File: src/hdl/sps_pkg.sv
`default_nettype none

package sps_pkg;

    localparam int CHANNELS = 8;
    localparam int CH_W     = $clog2(CHANNELS);

    localparam logic [15:0] WIDTH_RESET = 16'd1500;
    localparam logic [15:0] MIN_RESET   = 16'd500;
    localparam logic [15:0] MAX_RESET   = 16'd2500;

    typedef enum logic {
        ACT_TICK  = 1'b0,
        ACT_STORE = 1'b1
    } t_action;

    typedef enum logic {
        CFG_MIN = 1'b0,
        CFG_MAX = 1'b1
    } t_cfg_reg;

    // Channel after ch, wrapping to 0 past the last channel.
    function automatic logic [CH_W-1:0] sps_next_ch(input logic [CH_W-1:0] ch);
        logic [CH_W-1:0] res;
        if (32'(ch) >= CHANNELS - 1) begin
            res = '0;
        end else begin
            res = ch + CH_W'(1);
        end
        return res;
    endfunction

endpackage

`default_nettype wire

File: src/hdl/servo_pulse_sequencer.sv
`default_nettype none

// Channel   Ports                               Payload (low bit first)
// --------  ----------------------------------  -------------------------------------------
// in        i_s_tvalid/o_s_tready/i_s_tdata     tdata: channel_sel[2:0], raw_width[18:3]
//           i_s_tuser                           tuser: action (0 tick, 1 store)
// out       o_m_tvalid/i_m_tready/o_m_tdata     tdata: line_pattern[7:0], active_channel[10:8]
//           o_m_tuser                           tuser: slot_start
// cfg       i_cfg_valid/o_cfg_ready             index 0 min width, 1 max width
//           i_cfg_index/i_cfg_data
//
// One request per cycle sustained while the output does not stall. The slot width is read from
// memory at the accept edge (address prefetched from the channel counter); the request then
// passes the execute stage and its result is offered from the output register.
// A write in execute to the entry being read in the same cycle is forwarded.
// Reset is synchronous; width entries read as 1500 until written (per-entry valid bits).
// Output stall holds the execute stage; input ready drops only when both are full.

module servo_pulse_sequencer
    import sps_pkg::*;
(
    input  wire logic        i_clk,
    input  wire logic        i_rst_n,
    // input stream
    input  wire logic        i_s_tvalid,
    output logic             o_s_tready,
    input  wire logic [23:0] i_s_tdata,   // channel_sel[2:0], raw_width[18:3], zero pad
    input  wire logic        i_s_tuser,   // action
    // result stream
    output logic             o_m_tvalid,
    input  wire logic        i_m_tready,
    output logic [15:0]      o_m_tdata,   // line_pattern[7:0], active_channel[10:8], zero pad
    output logic             o_m_tuser,   // slot_start
    // configuration
    input  wire logic        i_cfg_valid,
    output logic             o_cfg_ready,
    input  wire logic        i_cfg_index,
    input  wire logic [15:0] i_cfg_data
);

    // width store: synchronous RAM plus valid bits standing in for the reset value
    logic [15:0]         r_mem [CHANNELS];
    logic [CHANNELS-1:0] r_vld;

    logic [15:0]     r_min;
    logic [15:0]     r_max;
    logic [CH_W-1:0] r_cur;
    logic [15:0]     r_rem;
    logic [7:0]      r_drive;

    // execute stage
    logic        r_s1_vld;
    t_action     r_s1_act;
    logic [2:0]  r_s1_sel;
    logic [15:0] r_s1_pulse;
    logic [15:0] r_rd_data;
    logic        r_rd_vld;
    logic        r_fwd;
    logic [15:0] r_fwd_data;

    // output register
    logic        r_out_vld;
    logic [15:0] r_out_data;
    logic        r_out_user;

    logic            s_accept;
    logic            s1_fire;
    logic            s1_start;
    logic            s1_store;
    logic [CH_W-1:0] s1_next;
    logic [15:0]     w_raw;
    logic [15:0]     w_max;
    logic [15:0]     w_clmp;
    logic            mem_we;
    logic [CH_W-1:0] mem_waddr;
    logic [15:0]     mem_wdata;
    logic [CH_W-1:0] mem_raddr;
    logic [CH_W-1:0] n_cur;
    logic [15:0]     n_rem;
    logic [7:0]      n_drive;

    assign o_cfg_ready = 1'b1;

    assign s1_fire    = r_s1_vld && (!r_out_vld || i_m_tready);
    assign o_s_tready = !r_s1_vld || s1_fire;
    assign s_accept   = i_s_tvalid && o_s_tready;

    assign s1_next  = sps_next_ch(r_cur);
    assign s1_start = (r_s1_act == ACT_TICK) && (r_rem == 16'd0);
    assign s1_store = (r_s1_act == ACT_STORE) && (32'(r_s1_sel) < CHANNELS);

    // stored width of the slot's channel, newest value first
    always_comb begin
        if (r_fwd) begin
            w_raw = r_fwd_data;
        end else if (r_rd_vld) begin
            w_raw = r_rd_data;
        end else begin
            w_raw = WIDTH_RESET;
        end
        w_max  = (w_raw > r_max) ? r_max : w_raw;
        w_clmp = (w_max < r_min) ? r_min : w_max;   // min clamp last: min wins
    end

    always_comb begin
        mem_we    = s1_fire && (s1_start || s1_store);
        mem_waddr = s1_start ? s1_next : CH_W'(r_s1_sel);
        mem_wdata = s1_start ? w_clmp : r_s1_pulse;

        n_cur   = r_cur;
        n_rem   = r_rem;
        n_drive = r_drive;
        if (s1_fire && r_s1_act == ACT_TICK) begin
            if (s1_start) begin
                n_cur   = s1_next;
                n_rem   = (w_clmp == 16'd0) ? 16'd0 : w_clmp - 16'd1;
                n_drive = 8'd1 << s1_next;
            end else begin
                n_rem = r_rem - 16'd1;
            end
        end
        // prefetch the width of the channel the following slot would use
        mem_raddr = sps_next_ch(n_cur);
    end

    always_ff @(posedge i_clk) begin
        if (mem_we) begin
            r_mem[mem_waddr] <= mem_wdata;
        end
        if (s_accept) begin
            r_rd_data  <= r_mem[mem_raddr];
            r_fwd_data <= mem_wdata;
            r_s1_act   <= t_action'(i_s_tuser);
            r_s1_sel   <= i_s_tdata[2:0];
            r_s1_pulse <= i_s_tdata[18:3];
        end
        if (s1_fire) begin
            r_out_data <= {5'd0, 3'(n_cur), n_drive};
            r_out_user <= s1_start && (r_s1_act == ACT_TICK);
        end
    end

    always_ff @(posedge i_clk) begin
        if (!i_rst_n) begin
            r_vld     <= '0;
            r_min     <= MIN_RESET;
            r_max     <= MAX_RESET;
            r_cur     <= '0;
            r_rem     <= '0;
            r_drive   <= '0;
            r_s1_vld  <= 1'b0;
            r_rd_vld  <= 1'b0;
            r_fwd     <= 1'b0;
            r_out_vld <= 1'b0;
        end else begin
            if (i_cfg_valid) begin
                unique case (t_cfg_reg'(i_cfg_index))
                    CFG_MIN: r_min <= i_cfg_data;
                    CFG_MAX: r_max <= i_cfg_data;
                    default: ;
                endcase
            end
            if (mem_we) begin
                r_vld[mem_waddr] <= 1'b1;
            end
            r_cur   <= n_cur;
            r_rem   <= n_rem;
            r_drive <= n_drive;
            if (s_accept) begin
                r_s1_vld <= 1'b1;
                r_rd_vld <= r_vld[mem_raddr];
                r_fwd    <= mem_we && (mem_waddr == mem_raddr);
            end else if (s1_fire) begin
                r_s1_vld <= 1'b0;
            end
            if (s1_fire) begin
                r_out_vld <= 1'b1;
            end else if (i_m_tready) begin
                r_out_vld <= 1'b0;
            end
        end
    end

    assign o_m_tvalid = r_out_vld;
    assign o_m_tdata  = r_out_data;
    assign o_m_tuser  = r_out_user;

endmodule

`default_nettype wire

File: config.mk
export PLATFORM = sky130hd
export DESIGN_NAME = servo_pulse_sequencer
export DESIGN_NICKNAME = d
export VERILOG_FILES = /design/src/hdl/sps_pkg.sv /design/src/hdl/servo_pulse_sequencer.sv
export SDC_FILE = /design/constraint.sdc
export NUM_CORES = 1
export LEC_CHECK = 0
export BUFFER_PORTS_ARGS = -buffer_cell sky130_fd_sc_hd__buf_4
export CORE_AREA = 3 3 165 199
export CTS_BUF_LIST = sky130_fd_sc_hd__clkbuf_8 sky130_fd_sc_hd__clkbuf_16
export DETAILED_ROUTE_END_ITERATION = 10
export DIE_AREA = 0 0 168 202
export PLACE_DENSITY = 0.55
export REMOVE_ABC_BUFFERS = 1
export SYNTH_ARGS = -nofsm -noshare
export SYNTH_HDL_FRONTEND = slang
export SYNTH_SLANG_ARGS = --single-unit
File: constraint.sdc
create_clock -name i_clk -period 8.25 [get_ports i_clk]
set_clock_uncertainty 0.1 [all_clocks]
set_input_delay 0.4125 -clock i_clk [delete_from_list [all_inputs] [get_ports i_clk]]
set_output_delay 0.4125 -clock i_clk [all_outputs]
set_load 0.05 [all_outputs]
==> reports/metrics.yaml, run 1 <==
yosys-top-cells-area: "edfxtp_1, dfxtp_1, nand2_1"
critPathCaptureType: "register"
clock-sinks: 263
postCtsSetupRepairBufs: 0
antenna_found_initial: 1
cp-start-kind: "register"
ios: 67
cts_buffers: 28
yosys_warnings: 0
status: "complete, no violations"
grt_max_degree: 70
fin_tns_setup_ps: 0
yosysSeqAreaShare: 0.580
start_util: 0.397
place_congestion: 0.880
numPortBuffers: 55
cap_violations: 0
vias: 9190
max_freq_mhz: 132
p_total_w: 0.00378
synthArstFlopShare: 0
cts_tree: "built"
grt_overflow: 0
fill_cells: 2940
yosysMostFrequentCell: "nand2_1"
cp_max_fo: 24
p_leak_nw: 5.58
syn_area_per_cell_um2: 10.1
nets: 1397
post_drt_via_cell_ratio: 5.30
drive_gt1_frac: 0.119
post_drt_wl_per_cell_um: 18.8
yosysUniqueCellTypes: 68
htree_levels: 1
drv_slew: 0
slowest_stage: "o21ai_0"
crit_type: "register to register"
cpPeakStageDelay_ps: 600
drt-total-wl_um: 32600
drt_pass1_iterations: 5
worstPathArrival_ps: 7940
drt_iter0_drc: 532
crit_required_ps: 8620
worst_pin_slew_ps: 978
relSlewSlack: 0.341
cts_root_buf: "clkbuf_16"
period_needed_ps: 7570
placed_area_mm2: 0.0133
grt_pass1_wl_um: 50800
hold_viol: 0
grt_pass1_vias: 8977
synth.top_cell.area_share: 0.465
rsz0062_at_grt: "false"
die_w_um: 168
yosysTopAreaCell: "edfxtp_1"
insertion_delay_ps: 550
die_h_um: 202
drc: 0
path_clk_slew_ps: 70
core_area_mm2: 0.0312
ant_nets: 0
hp-class: "primary input to register"
clockBufferDepth: 3
netlist_top_cells_count: "nand2_1, edfxtp_1, nand3_1"
ys.flop_type: "edfxtp_1"
die-area_mm2: 0.0339
ir_drop_mv: 0.159
synth-edff-count: 192
design_area_mm2: 0.0145
setup_viol: 0
layout-area-overhead-vs-synth_pct: 17.1
grt.total_usage: 0.190
diodes: 0
row_count: 71
dp_hpwl_um: 21800
utilization: 0.465
power_density_mw_per_mm2: 260
synth-seq-cells: 263
mappedNetlistArea_mm2: 0.0124
min_period_over_period: 0.917
netlist_instances: 1224
-- stage by stage --
stage                     hold WS, ps  worst slack, ps  instances
after floorplan                   336             1590       1161
after global placement            342              526       1651
after detailed placement          351              394       1651
after CTS                        1.80              374       1735
after global routing             10.2             60.4       1735
final                            28.1              683       1735
-- worst max-delay path: cells and delay by family (launching register included) --
family / cells / cell delay (ps)
AND/OR/NAND/NOR: 9 / 2440
AO/OA/AOI/OAI: 13 / 3020
buffers and inverters: 3 / 580
flip-flops: 1 / 480
adder cells (fa/ha/maj): 3 / 890
-- power by group --
| part | leakage [nW] | switching, W | internal (W) |
|---|---|---|---|
| Clock | 0.458 | 0.000502 | 0.000681 |
| Combinational | 2.76 | 0.000673 | 0.000326 |
| Sequential | 2.36 | 0.0000341 | 0.00156 |
| Total | 5.58 | 0.00121 | 0.00257 |
-- metal layers --
layer  up-vias  GRT usage  routed length (um)
met4         0     0.0664                1080
met3        58     0.0245                1310
li1       4563          -                   -
met5         -          0                   0
met2       186      0.329               16000
met1      4383      0.245               14200
-- area by class of cell --
class / count / area [um^2] / share of cell area
Clock inverter: 20 / 118 / 0.00810
Sequential cell: 263 / 7190 / 0.495
Tap cell: 401 / 502 / 0.0346
Inverter: 51 / 191 / 0.0132
Multi-Input combinational cell: 847 / 4760 / 0.328
Timing Repair Buffer: 122 / 998 / 0.0688
Clock buffer: 31 / 753 / 0.0519
-- cells by family after synthesis --
logic type / after synthesis / share of synthesized area
adder cells (fa/ha/maj): 37 / 0.0374
other: 2 / 0.000606
AND/OR/NAND/NOR: 533 / 0.198
AO/OA/AOI/OAI: 239 / 0.120
buffers and inverters: 118 / 0.0391
XOR/XNOR: 17 / 0.0120
flip-flops: 263 / 0.580
multiplexers: 15 / 0.0127
-- sequential cells by signal (all words and copies together) (netlist names), 11 cells and up --
| register | flops |
|---|---|
| r_min | 16 |
| r_max | 16 |
| r_fwd_data | 16 |
| r_rd_data | 16 |
| r_mem | 128 |
| o_m_tdata | 11 |
| r_s1_pulse | 16 |
| r_rem | 16 |
-- path summary, 6_finish.rpt --
kind / slack, ps / cells after the start / startpoint / endpoint
max: 680 / 28 / r_fwd / r_rem[6]
min: 30 / 3 / i_cfg_data[10] / r_max[10]
max reg2reg: 680 / 28 / r_fwd / r_rem[6]
min reg2reg: 360 / 2 / r_max[15] / r_max[15]
-- cell usage in the layout (no fill, tap or decap), types with 29 or more instances in the layout --
cell type | Yosys | layout
o21ai_0 | 72 | 72
buf_4 | 6 | 89
nand2_1 | 263 | 262
nor2_1 | 60 | 58
a21oi_1 | 71 | 71
nand3_1 | 108 | 108
edfxtp_1 | 192 | 192
dfxtp_1 | 71 | 70
ha_1 | 37 | 37
dlygate4sd3_1 | 0 | 33
inv_1 | 50 | 57
clkbuf_16 | 0 | 29
-- repair_timing --
item | in CTS | in global routing
setup endpoints to repair | 0 | 13
resized for setup | 0 | 3
endpoints found under the hold margin | 39 | 0
hold buffers | 33 | 0
No activity file was read; power rests on OpenSTA's default activity.
==> inputs of run 2 (changes only) <==
CORE_AREA = 2 2 134 162   (was 3 3 165 199)
DIE_AREA = 0 0 136 164   (was 0 0 168 202)
PLACE_DENSITY = 0.77   (was 0.55)
==> run 2 against run 1 <==
Cell count down 9.5%. Sequential power barely moved. Critical endpoint is now r_rem[2]. Critical path type unchanged. Hold slack worse by 11 ps. Sequential share of layout area rose by 1.5 points. Register-to-register slack worse by 140 ps. Die area is 34% lower. Fmax shrank 1.9%. Routed wire length fell by 8.7%. Critical path depth is 2 lower. First-iteration DRC count is 36% higher.
==> reports/metrics.yaml, run 2 (synthesis results as in run 1) <==
max_freq_mhz: 130
drc: 0
ant_nets: 0
postCtsSetupRepairBufs: 0
row_count: 58
grt_max_degree: 70
diodes: 0
antenna_found_initial: 0
start_util: 0.597
place_congestion: 0.949
ir_drop_mv: 0.201
cts_tree: "built"
die_w_um: 136
fill_cells: 1612
status: "complete, no violations"
hp-class: "primary input to register"
regArea_mm2: 0.00719
grt_overflow: 0
cpPeakStageDelay_ps: 600
largest_reg_flops: 128
layout-area-overhead-vs-synth_pct: 13.6
drt_pass1_iterations: 5
fin_tns_setup_ps: 0
grt_pass1_wl_um: 46400
hold_viol: 0
post_drt_via_cell_ratio: 5.92
numPortBuffers: 55
final_common_cell: "nand2_1"
drt_iter0_drc: 721
cp-start-kind: "register"
cts_root_buf: "clkbuf_16"
utilization: 0.678
insertion_delay_ps: 530
drv_slew: 0
power_density_mw_per_mm2: 264
post_drt_wl_per_cell_um: 18.9
nets: 1366
p_leak_nw: 5.43
use_met3: 0.0309
die-area_mm2: 0.0223
dp_hpwl_um: 19600
rsz0062_at_grt: "false"
use_met1: 0.349
worst_pin_slew_ps: 1130
cts_buffers: 26
grt.total_usage: 0.269
cap_violations: 0
ios: 67
multiInputGateArea_mm2: 0.00475
clock-sinks: 263
worstPathArrival_ps: 7990
crit_type: "register to register"
die_h_um: 164
crit_required_ps: 8530
regMostFlops: "r_mem"
critPathCaptureType: "register"
drive_gt1_frac: 0.104
relSlewSlack: 0.242
slowest_stage: "o41ai_2"
core_area_mm2: 0.0208
drt-total-wl_um: 29700
min_period_over_period: 0.935
cp_max_fo: 25
use_met2: 0.459
grt_pass1_vias: 8738
busiest_layer: "met2"
path_clk_slew_ps: 60
layout_common_cells: "nand2_1, edfxtp_1, nand3_1, buf_4"
htree_levels: 1
setup_viol: 0
period_needed_ps: 7710
clockBufferDepth: 3
vias: 9296
## run 2: through the flow
| stage | worst slack (ps) | hold slack, ps | cell area, um^2 | std cells | power (W) |
|---|---|---|---|---|---|
| 6_report | 540 | 16.7 | 14100 | 1570 | 0.00371 |
| 3_3_place_gp | 586 | 343 | 13000 | 1504 | 0.00253 |
| 4_1_cts | 594 | 2.99 | 14100 | 1570 | 0.00373 |
| 5_1_grt | 31.2 | 23.3 | 14100 | 1570 | 0.00389 |
| 2_1_floorplan | 1590 | 336 | 12100 | 1161 | 0.00224 |
| 3_5_place_dp | 599 | 352 | 13000 | 1504 | 0.00254 |
## run 2: layout make-up
| cell class | count | share of cell area |
|---|---|---|
| clock buffers | 27 | 0.0480 |
| clock inverters | 19 | 0.0133 |
| inverters | 51 | 0.0136 |
| multi-input cells | 847 | 0.337 |
| flip-flops and latches | 263 | 0.511 |
| well taps | 270 | 0.0240 |
| repair buffers | 93 | 0.0532 |
## run 2: worst max-delay path: cells and delay by family (launching register included)
kind                     cells  cell delay (ps)
AO/OA/AOI/OAI               12             3250
adder cells (fa/ha/maj)      3              900
buffers and inverters        3              530
flip-flops                   1              430
AND/OR/NAND/NOR              8             2330
## run 2: repair_timing
| action | 4_1_cts | 5_1_grt |
|---|---|---|
| endpoints found under the hold margin | 20 | 0 |
| gates resized for setup | 0 | 1 |
| hold buffers | 20 | 0 |
| setup endpoints to repair | 0 | 1 |
## run 2: worst paths after layout
path                   end  slack (ps)           from  depth (start not counted)
setup / recovery  r_rem[2]         540          r_fwd                         26
hold / removal    r_max[6]          20  i_cfg_data[6]                          3
setup reg to reg  r_rem[2]         540          r_fwd                         26
hold reg to reg   r_max[1]         360       r_max[1]                          2
## run 2: per-layer routing
metal,vias up,part of all wire
met2,288,0.49
met3,81,0.052
met1,4431,0.42
met4,0,0.040
met5,-,0
li1,4496,-
## run 2: power breakdown
part	internal (W)	switching, W	leakage, nW
sequential	0.00156	0.0000338	2.36
combinational	0.000300	0.000638	2.62
clock	0.000712	0.000467	0.446
total	0.00257	0.00114	5.43
